==> src/design/fpsw_pkg.sv <==
package fpsw_pkg;

  localparam int IMAGE_SIZE_DEF = 1024;

  // Index and coordinate widths
  localparam int IDX_W = 10;
  localparam int DIF_W = 13;
  localparam int POS_W = 38;
  localparam int SUM_W = 42;
  localparam int MAG_W = 41;

  // Square root datapath widths
  localparam int SQ_W = 84;
  localparam int RT_W = 42;

  // Sine/cosine datapath
  localparam int TH_W = 30;
  localparam int U_W  = 31;
  localparam logic [U_W-1:0] ONE_Q30 = 31'h4000_0000;
  localparam logic [34:0] TWO_PI_Q32 = 35'd26986075409;
  localparam logic [17:0] TWO_PI_HI = TWO_PI_Q32[34:17];
  localparam logic [16:0] TWO_PI_LO = TWO_PI_Q32[16:0];

  localparam int SIN_CELLS = 5;
  localparam int COS_CELLS = 6;
  localparam int unsigned SIN_DIV [0:SIN_CELLS-1] = '{110, 72, 42, 20, 6};
  localparam int unsigned COS_DIV [0:COS_CELLS-1] = '{132, 90, 56, 30, 12, 2};

  localparam int WAVE_LAT = 22;
  localparam int PIPE_LAT = 5 + RT_W + 2 + WAVE_LAT;

  typedef enum logic [2:0] {
    CFG_PITCH,
    CFG_INV_WL,
    CFG_REF_DIST,
    CFG_SMP_DIST,
    CFG_REF_OFS_X,
    CFG_REF_OFS_Y,
    CFG_REF_AMP,
    CFG_OBJ_AMP
  } cfg_idx_t;

  typedef struct packed {
    logic [IDX_W-1:0] column_index;
    logic [IDX_W-1:0] row_index;
  } in_t;

  typedef struct packed {
    logic signed [31:0] reference_real;
    logic signed [31:0] reference_imag;
    logic signed [31:0] object_real;
    logic signed [31:0] object_imag;
  } out_t;

endpackage

==> src/design/fpsw_sqrt_cell.sv <==
module fpsw_sqrt_cell #(
  parameter int B = 0
) (
  input  logic                      clk,
  input  logic                      en,
  input  logic [fpsw_pkg::SQ_W-1:0] rem_i,
  input  logic [fpsw_pkg::RT_W-1:0] root_i,
  output logic [fpsw_pkg::SQ_W-1:0] rem_o,
  output logic [fpsw_pkg::RT_W-1:0] root_o
);
  import fpsw_pkg::*;

  logic [SQ_W:0]   trial;
  logic [SQ_W:0]   diff;
  logic [SQ_W-1:0] rem_nxt;
  logic [RT_W-1:0] root_nxt;
  logic [SQ_W-1:0] rem_r;
  logic [RT_W-1:0] root_r;

  // Try this root bit: (r + 2^B)^2 - r^2 = r*2^(B+1) + 2^(2B)
  always_comb begin
    trial = ((SQ_W+1)'(root_i) << (B + 1)) + ((SQ_W+1)'(1) << (2 * B));
    diff  = {1'b0, rem_i} - trial;
    if ({1'b0, rem_i} >= trial) begin
      rem_nxt  = diff[SQ_W-1:0];
      root_nxt = root_i | (RT_W'(1) << B);
    end else begin
      rem_nxt  = rem_i;
      root_nxt = root_i;
    end
  end

  always_ff @(posedge clk) begin
    if (en) begin
      rem_r  <= rem_nxt;
      root_r <= root_nxt;
    end
  end

  assign rem_o  = rem_r;
  assign root_o = root_r;

endmodule

==> config.mk <==
export PLATFORM = sky130hd
export DESIGN_NAME = fpsw_sqrt_cell
export DESIGN_NICKNAME = d
export VERILOG_FILES = /design/src/design/fpsw_pkg.sv /design/src/design/fpsw_sqrt_cell.sv
export SDC_FILE = /design/constraint.sdc
export NUM_CORES = 1
export LEC_CHECK = 0
export BUFFER_PORTS_ARGS = -buffer_cell sky130_fd_sc_hd__clkbuf_2
export CAP_MARGIN = 30
export CORE_AREA = 2 2 123 125
export DETAILED_ROUTE_END_ITERATION = 6
export DIE_AREA = 0 0 125 127
export GPL_TIMING_DRIVEN = 0
export PLACE_DENSITY = 0.86
export SLEW_MARGIN = 25
export SYNTH_ARGS = -nofsm -noshare
export SYNTH_HDL_FRONTEND = slang
export SYNTH_SLANG_ARGS = --single-unit
==> constraint.sdc <==
create_clock -name clk -period 9.43 [get_ports clk]
set_clock_uncertainty 0.05 [all_clocks]
set_input_delay 1.4145 -clock clk [delete_from_list [all_inputs] [get_ports clk]]
set_output_delay 1.4145 -clock clk [all_outputs]
set_load 0.02 [all_outputs]
* Yosys cells after proc, flatten, opt, wreduce, memory -nomap -nowiden *
Index checks and enable logic that the tools add are counted.

operators by class
  multiplexer cells = 1
  add/sub/neg operators = 2
  $lt $le $gt $ge = 1

operators by type and width
  cell                                           number
  greater-or-equal comparator 84 x 44 -> 1 bit   1
  2-to-1 mux 84 bit                              1
  subtractor 84 x 44 -> 84 bit                   1
  adder 43 x 1 -> 44 bit, second input constant  1

storage, ports and cells
  register bits after elaboration = 126
  word-level logic and storage cells = 7

* Depth between registers and ports, before layout *
Gate-level depths: netlist of run 1.

  depth after elaboration = 3
  depth in mapped cells = 13

* Least setup slack after synthesis of run 1 *
OpenSTA, ideal clock, no wires.

  path type = input to register
  from = in rem_i[54] (netlist bit)
  to = reg rem_r[10], in the netlist rem_o[10] (data pin)
  stages = 9
  data arrival time = 3.962 ns
  library setup time = 0.260 ns
  path buffers = 2
  path slack = 5.158 ns
  cells stage by stage = or3_1 or4_1 nand4b_4 or4_1 a211oi_2 o311ai_2 buf_6 buf_6 mux2_4

on the way
  word-level cells in the longest chain between the ends = 2

RTL lines
  what                                          RTL line              text
  from (decl)                                   fpsw_sqrt_cell.sv:6   input logic [fpsw_pkg::SQ_W-1:0] rem_i,
  greater-or-equal comparator 84 x 44 -> 1 bit  fpsw_sqrt_cell.sv:24  if ({1'b0, rem_i} >= trial) begin
  2-to-1 mux 84 bit                             fpsw_sqrt_cell.sv:24
  named net rem_nxt[10]                         fpsw_sqrt_cell.sv:15  logic [SQ_W-1:0] rem_nxt;
  to (signal assigned)                          fpsw_sqrt_cell.sv:35  rem_r <= rem_nxt;
  to (decl)                                     fpsw_sqrt_cell.sv:17  logic [SQ_W-1:0] rem_r;

The timed path passes the listed nets, and every way through them passes these cells.
A chain may end at the register's enable or synchronous reset.

* Worst setup path after layout of run 1 *
  from = in root_i[34] (netlist bit)
  to = reg rem_r[72], in the netlist rem_o[72] (data pin)

on the way
  word-level cells in the longest chain between the ends = 3
  elaborated cells on any way between the ends = 4
  classes of those cells = add/sub: 2; order compare: 1; mux: 1

RTL lines
  what                                                                                                 RTL line                                    text
  from (decl)                                                                                          fpsw_sqrt_cell.sv:7                         input logic [fpsw_pkg::RT_W-1:0] root_i,
  adder 43 x 1 -> 44 bit *                                                                             fpsw_sqrt_cell.sv:22                        trial = ((SQ_W+1)'(root_i) << (B + 1)) + ((SQ_W+1)'(1) << (2 * B));
  subtractor 84 x 44 -> 84 bit / greater-or-equal comparator 84 x 44 -> 1 bit (equally long branches)  fpsw_sqrt_cell.sv:23, fpsw_sqrt_cell.sv:24
  2-to-1 mux 84 bit *                                                                                  fpsw_sqrt_cell.sv:24
  named net rem_nxt[72]                                                                                fpsw_sqrt_cell.sv:15

The timed path passes the listed nets; every way through them passes the cells marked *.

==> flow_summary.toml, run 1 <==
[placement]
io_buffer_count = 253
gp_congestion = 0.903
pre_cts_ws_ps = 4260
dp_hpwl_mm = 17.5
placed_cells = 1237
placed_cell_area_sq_um = 9550

[synthesis]
syn-cell-area_sq_um = 8020
synthTopCellsByArea = "edfxtp_1 47%, ha_1 6.7%, a21oi_1 5.7%"
synth_top_area_share_pct = 47.2
synth_common_cells = "126 x edfxtp_1, 91 x a21oi_1, 80 x nor2_1"
post-synth-top-area-cell = "edfxtp_1"
seq_area_frac_synth_pct = 47.2
synth_warnings = 0
yosysMostFrequentCell = "edfxtp_1"
synthCells = 799
syn_nets = 971
postSynthAreaPerCell_sq_um = 10.0
synth-async-reset-ratio_pct = 0
ys_seq_elements = 126
synth-edff-count = 126
synthFlopType = "edfxtp_1"
synth_cell_types = 60

[floorplan]
fp.dieArea_sq_um = 15900
die_h_um = 127
core_area_sq_um = 14400
die_x_um = 125
initial_utilization_pct = 55.6
rows = 44
io-pin-count = 254

[timing]
fin_tns_setup_ps = 0
rsz0062_at_grt = "no"
fin_ws_ps = 4600
setup_viol = 0
relSlewSlack_pct = 39.0
report.final.slew_viol_count = 0
fin_crit_sh_pct = 51.2
min_period_ps = 4830
hold_ws_ps = 1130
tightest_slew_ps = 908
hold_viol = 0
timing.fmax_mhz = 207

[global_routing]
use_met2_pct = 47.5
grt_pass1_vias = 7378
antenna_found_initial = 0
grtUsageTotal_pct = 29.1
grt_max_degree = 66
grt.overflow.total = 0
use_met3_pct = 8.21
grt_use_met1_pct = 36.0
grt_pass1_wl_mm = 36.4
busiest_layer = "met2"

[setup_path]
worst-path-max-fanout = 10
cp-end-kind = "flip-flop"
required_ps = 9540
critPathArrivalTime_ps = 4930
startpoint_type = "input port"
path_class = "in -> reg"

[cells_and_area]
num_antenna_cells = 0
regArea_sq_um = 3780
utilization_pct = 70.6
multi_input_area_sq_um = 3860
finalInstanceArea_sq_um = 10200
nNetsFinal = 1244
drive_above_1_share_pct = 28.9
syn2layout_area_growth_pct = 27.0
fill_cells = 1124
final_cell_count_no_fill = 1269

[route]
dr.pass1.iters = 6
dr.first_iter.drc_count = 651
via_count = 7429
routed_via_density = 5.85
ant_nets = 0
wl_per_cell_um = 18.5
drc_errors = 0
wirelength_mm = 23.4

[pwr]
power.total_mw = 1.86
sequentialPowerShare_pct = 38.2
peakVddDrop_mv = 0.108
p_sw_share_pct = 29.1
clockPowerShare_pct = 38.0
p_leak_nw = 4.42
power.switching_mw = 0.541
p_int_mw = 1.32
combinationalPowerShare_pct = 23.8
powerDensity_nw_per_um2 = 183

[clocking]
clk_pin_slew_ps = 60
htreeDepth = 4
cts_setup_buffers = 0
cts_tree = "done"
clockRootBuffer = "clkbuf_16"
cts_made_buffers = 17
hold_buffers = 0
cts.sinks = 126
clock_path_buffers = 2
post_cts.resized_instances = 0

[run_status]
status = "finished clean"

[run]
maxCapViolations = 0

[min_path]
min_path_type = "in -> reg"
## flip-flops by register name (all words and copies together) (netlist names)
name / flops
rem_o: 84
root_o: 42
## layout by cell type (no fill, tap or decap), types with 3 or more instances in the layout
cell	n
o21a_1	7
o211ai_1	6
o21ai_0	33
nand2_1	52
nor4_1	10
nand3b_1	3
clkbuf_16	17
or2_2	7
bufinv_16	5
nor3_1	24
xnor2_1	50
clkbuf_1	29
or3_1	8
xor2_1	33
nor2_1	80
ha_1	43
and3_1	3
a21oi_1	91
edfxtp_1	126
o31ai_1	4
a31oi_1	4
and4_1	4
inv_1	55
nand4_1	25
nand2b_1	9
buf_6	6
nand3_1	20
mux2_4	5
or4_1	4
clkbuf_2	252
o21bai_1	8
a21o_1	16
## power by group through the flow
stage          Sequential (mW)  Clock (mW)  Combinational, mW
2_1_floorplan            0.803           0              0.192
3_3_place_gp             0.722           0              0.421
3_5_place_dp             0.723           0              0.432
4_1_cts                  0.713       0.716              0.438
5_1_grt                  0.718       0.738              0.478
6_report                 0.712       0.707              0.443
## final cells by class
class                           instances  share of cell area [%]
Inverter                               55                    2.03
Buffer                                 33                    1.67
Multi-Input combinational cell        585                    37.9
Sequential cell                       126                    37.2
Tap cell                              184                    2.26
Clock buffer                           20                    4.29
Timing Repair Buffer                  254                    12.8
Clock inverter                         12                    1.89
## logic make-up (layout without fill, tap and decap cells)
kind of cell	after synthesis	after routing	share of synthesized area (%)
buffers and inverters	88	374	4.70
AND/OR/NAND/NOR	260	260	16.4
flip-flops	126	126	47.2
multiplexers	7	7	1.22
adder cells (fa/ha/maj)	44	44	6.96
AO/OA/AOI/OAI	191	191	14.4
XOR/XNOR	83	83	9.07
## worst max-delay path, stage by stage
cell and delay, ps:
clkbuf_2 90, inv_1 40, ha_1 260, clkbuf_1 300, nand4_1 300, nor3_1 510
nand4_1 150, nor4_1 410, a211oi_2 170, o311ai_2 190, nand4b_1 380, buf_2 330
nor3_1 260, xor2_1 120
## final timing paths
| check | endpoint | start | cells past startpoint |
|---|---|---|---|
| setup / recovery | rem_o[72]$_DFFE_PP_ | root_i[34] | 14 |
| hold / removal | root_o[3]$_DFFE_PP_ | root_i[3] | 1 |
## layer usage
layer / up-vias / part of all wire [%]
li1: 3470 / -
met1: 3461 / 40
met2: 419 / 47
met3: 79 / 8.9
met4: 0 / 4.0
met5: - / 0
Power figures use the tool's default switching activity.
==> run 2: changes to the inputs <==
Settings changed: CORE_AREA 2 2 123 125 to 2 2 128 130, DIE_AREA 0 0 125 127 to 0 0 130 132, PLACE_DENSITY 0.86 to 0.8.
Clock period 9.43 ns to 4.6 ns, I/O delays scaled along.
==> run 2 against run 1 <==
  * Cell count is 2.4% higher
  * Die area increased by 8.1%
  * Critical path depth is the same
  * Combinational power increased by 100%
  * Count of clock-buffer cells in the layout up 1
  * Sequential cell count unchanged
  * Sequential power rose by 110%
  * Clock power increased by 71%
  * Critical path type unchanged
  * Final area shrank 0.75%
  * Hold slack got worse by 730 ps
  * First-iteration DRC count down 14%
  * Critical endpoint is now rem_o[70]$_DFFE_PP_
  * Non-clock buffer count stayed put
==> flow_summary.toml, run 2 (synthesis gave the netlist of run 1 again) <==
[global_routing]
grt_pass1_wl_mm = 35.3
grt.overflow.total = 0
grt_max_degree = 66
grtUsageTotal_pct = 26.4
grt_pass1_vias = 7057
antenna_found_initial = 0

[placement]
io_buffer_count = 253
dp_hpwl_mm = 17.6
gp_congestion = 0.882
placed_cells = 1269
placed_cell_area_sq_um = 9590

[pwr]
p_leak_nw = 4.36
peakVddDrop_mv = 0.231
power.total_mw = 3.56
powerDensity_nw_per_um2 = 353

[setup_path]
required_ps = 4710
crit_cells = 14
critical_path.max_stage_delay_ps = 510
crit_chain = "clkbuf_2, inv_1, ha_1, clkbuf_1, nand4_1, nor3_1, nand4_1, nor4_1, a211oi_2, o311ai_2, nand4b_1, buf_2, nor3_1, xor2_1"
worst-path-buf-inv = 4
startpoint_type = "input port"
critPathArrivalTime_ps = 4170
path_class = "in -> reg"
cp_top_family = "simple AND/OR/NAND/NOR gates"
worst-path-max-fanout = 10
slowest_stage = "nor3_1"
cp-end-kind = "flip-flop"

[clocking]
cts_tree = "done"
htreeDepth = 4
clockRootBuffer = "clkbuf_16"
clock_path_buffers = 2
cts_made_buffers = 17
cts_setup_buffers = 0
clk_pin_slew_ps = 60
post_cts.resized_instances = 0
hold_buffers = 0
cts.sinks = 126

[floorplan]
core_area_sq_um = 15700
io-pin-count = 254
rows = 46
die_x_um = 130
die_h_um = 132
initial_utilization_pct = 51.0
fp.dieArea_sq_um = 17200

[cells_and_area]
num_antenna_cells = 0
layout_common_cells = "252 x clkbuf_2, 126 x edfxtp_1, 91 x a21oi_1, 80 x nor2_1, 55 x inv_1"
syn2layout_area_growth_pct = 26.0
nNetsFinal = 1244
finalInstanceArea_sq_um = 10100
largest_register_ffs = 84
final_cell_count_no_fill = 1299
drive_above_1_share_pct = 28.7
mostFrequentLayoutCell = "clkbuf_2"

[timing]
fin_crit_sh_pct = 88.2
hold_ws_ps = 406
fin_tns_setup_ps = 0
min_period_ps = 4060
hold_viol = 0
setup_viol = 0
rsz0062_at_grt = "no"
tightest_slew_ps = 931
relSlewSlack_pct = 37.5
report.final.slew_viol_count = 0
timing.fmax_mhz = 246

[route]
routed_via_density = 5.54
dr.pass1.iters = 5
wl_per_cell_um = 17.4
drc_errors = 0
ant_nets = 0
dr.first_iter.drc_count = 561
via_count = 7190
wirelength_mm = 22.6

[run_status]
status = "finished clean"

[min_path]
min_path_type = "in -> reg"
holdPathStages = 1

[run]
maxCapViolations = 0
## run 2: cell count changes in the layout (fill, tap and decap cells not counted)
cell        delta
bufinv_16      -4
clkinv_2       +2
clkinv_4       -2
clkbuf_1       +1
clkinvlp_4     +1
## run 2: final cells by class
class,instances,area [sq um]
Tap cell,216,270
Fill cell,1316,5610
Clock buffer,21,440
Buffer,33,170
Sequential cell,126,3780
Multi-Input combinational cell,585,3860
Inverter,55,206
Timing Repair Buffer,254,1300
Clock inverter,9,72.6
## run 2: final timing paths
kind / from / endpoint / slack, ps
worst max-delay path: root_i[34] / rem_o[70]$_DFFE_PP_ / 540
worst min-delay path: root_i[17] / root_o[17]$_DFFE_PP_ / 410
## run 2: power by group
group / internal, mW / switching, mW
clock: 0.726 / 0.480
sequential: 1.42 / 0.0343
combinational: 0.328 / 0.571
total: 2.48 / 1.09
## run 2: routing by layer
layer / global-route usage [%] / vias up / wire length (um)
met2: 42.4 / 309 / 10600
met3: 7.95 / 45 / 1820
li1: - / 3465 / -
met4: 9.62 / 0 / 668
met1: 33.8 / 3371 / 9520
met5: 0 / - / 0
## run 2: metrics by stage
stage          worst slack (ps)  util [%]
2_1_floorplan              1050         -
3_3_place_gp               73.1      60.8
3_5_place_dp               97.6      61.0
4_1_cts                     510      64.3
5_1_grt                     271      64.3
6_report                    542      64.3
==> run 3: changes to the inputs <==
Settings changed: RECOVER_POWER set to 25.
==> run 3 against run 2 <==
  * Combinational power down 0.4%
  * Setup slack worse by 16 ps
  * Largest power group unchanged
  * Utilization decreased by 0.32 points
  * Sequential cell count did not move
  * Critical endpoint unchanged
  * Critical path depth did not move
  * Largest cell class unchanged
  * Hold slack worse by 2.2 ps
  * Cell count did not move
  * Die area unchanged
  * Wire length rose by 0.14%
  * Highest routed layer unchanged
  * First-iteration DRC count grew 0.18%
  * Maximum frequency fell by 0.40%
  * The flow now finishes with violations (capacitance limit, slew limit)
  * Clock power is essentially flat
==> flow_summary.toml, run 3 (synthesis gave the netlist of run 1 again) <==
[clocking]
htreeDepth = 4
cts_tree = "done"
cts_setup_buffers = 0
clockRootBuffer = "clkbuf_16"
cts_made_buffers = 17
clock_path_buffers = 2
hold_buffers = 0
clk_pin_slew_ps = 60
cts.sinks = 126
post_cts.resized_instances = 0

[setup_path]
worst-path-max-fanout = 10
required_ps = 4710
cp-end-kind = "flip-flop"
startpoint_type = "input port"
path_class = "in -> reg"
critPathArrivalTime_ps = 4190
crit_start = "root_i[34]"

[min_path]
min_from = "root_i[17]"
min_path_type = "in -> reg"

[global_routing]
grt_pass1_vias = 7057
grtUsageTotal_pct = 26.4
antenna_found_initial = 0
grt.overflow.total = 0
grt_pass1_wl_mm = 35.3
grt_max_degree = 66

[timing]
rsz0062_at_grt = "no"
min_period_ps = 4070
tightest_slew_ps = 3340
setup_viol = 0
report.final.slew_viol_count = 62
fin_crit_sh_pct = 88.6
relSlewSlack_pct = -123
fin_tns_setup_ps = 0
hold_viol = 0
timing.fmax_mhz = 245

[floorplan]
initial_utilization_pct = 51.0
die_x_um = 130
fp.dieArea_sq_um = 17200
core_area_sq_um = 15700
io-pin-count = 254
rows = 46
die_h_um = 132

[pwr]
peakVddDrop_mv = 0.233
p_leak_nw = 4.26
powerDensity_nw_per_um2 = 355

[route]
ant_nets = 0
routed_via_density = 5.52
dr.first_iter.drc_count = 562
wl_per_cell_um = 17.4
dr.pass1.iters = 7
drc_errors = 0
via_count = 7165
wirelength_mm = 22.6

[run]
maxCapViolations = 1

[placement]
placed_cell_area_sq_um = 9590
gp_congestion = 0.882
io_buffer_count = 253
dp_hpwl_mm = 17.6

[cells_and_area]
syn2layout_area_growth_pct = 25.4
drive_above_1_share_pct = 25.7
nNetsFinal = 1244
fill_cells = 1335
mostFrequentLayoutCell = "clkbuf_2"
finalInstanceArea_sq_um = 10100
largest_register_ffs = 84
num_antenna_cells = 0
layout_common_cells = "220 x clkbuf_2, 126 x edfxtp_1, 91 x a21oi_1, 80 x nor2_1, 63 x clkbuf_1"

[run_status]
violations = "capacitance limit, slew limit"
status = "finished, violations left"
==> run 3: cell counts in the layout (fill, tap and decap cells not counted) <==
No cell type changed its count.
==> run 3: worst paths after layout <==
check,to,slack (ps),depth (start not counted)
worst min-delay path,root_o[17]$_DFFE_PP_,400,1
worst max-delay path,rem_o[70]$_DFFE_PP_,530,14
==> run 3: report_power, final <==
| part | leakage (nW) | internal (mW) | switching [mW] | total (mW) |
|---|---|---|---|---|
| clock | 0.247 | 0.726 | 0.487 | 1.21 |
| sequential | 1.23 | 1.43 | 0.0343 | 1.46 |
| combinational | 2.78 | 0.324 | 0.572 | 0.895 |
| total | 4.26 | 2.48 | 1.09 | 3.57 |
==> run 3: layout make-up <==
cell class / count / area [sq um] / share of cell area, %
multi-input cells: 585 / 3860 / 38.4
flip-flops and latches: 126 / 3780 / 37.6
repair buffers: 254 / 1250 / 12.5
clock buffers: 21 / 440 / 4.38
well taps: 216 / 270 / 2.69
inverters: 55 / 206 / 2.05
plain buffers: 33 / 170 / 1.69
clock inverters: 9 / 72.6 / 0.722
==> run 3: worst max-delay path: stages <==
cell	delay, ps
clkbuf_1	100
inv_1	50
ha_1	260
clkbuf_1	280
nand4_1	290
nor3_1	510
nand4_1	150
nor4_1	500
a211oi_2	210
o311ai_2	190
nand4b_1	320
buf_2	290
nor3_1	230
xor2_1	100
==> run 3: per-layer routing <==
metal / up-vias / share of wire (%) / track usage, %
li1: 3465 / - / -
met1: 3350 / 42 / 33.8
met2: 309 / 47 / 42.4
met3: 41 / 8.3 / 7.95
met4: 0 / 2.8 / 9.62
met5: - / 0 / 0
==> run 3: stage by stage <==
stage                     worst slack [ps]  utilization [%]  hold WS, ps  total power [mW]  std cells
after floorplan                       1050                -          739              2.04        799
after global placement                73.1             60.8          833              2.35       1268
after detailed placement              97.6             61.0          834              2.37       1269
after CTS                              510             64.3          394              3.58       1299
after global routing                   243             64.0          398              3.71       1299
final                                  526             64.0          403              3.57       1299
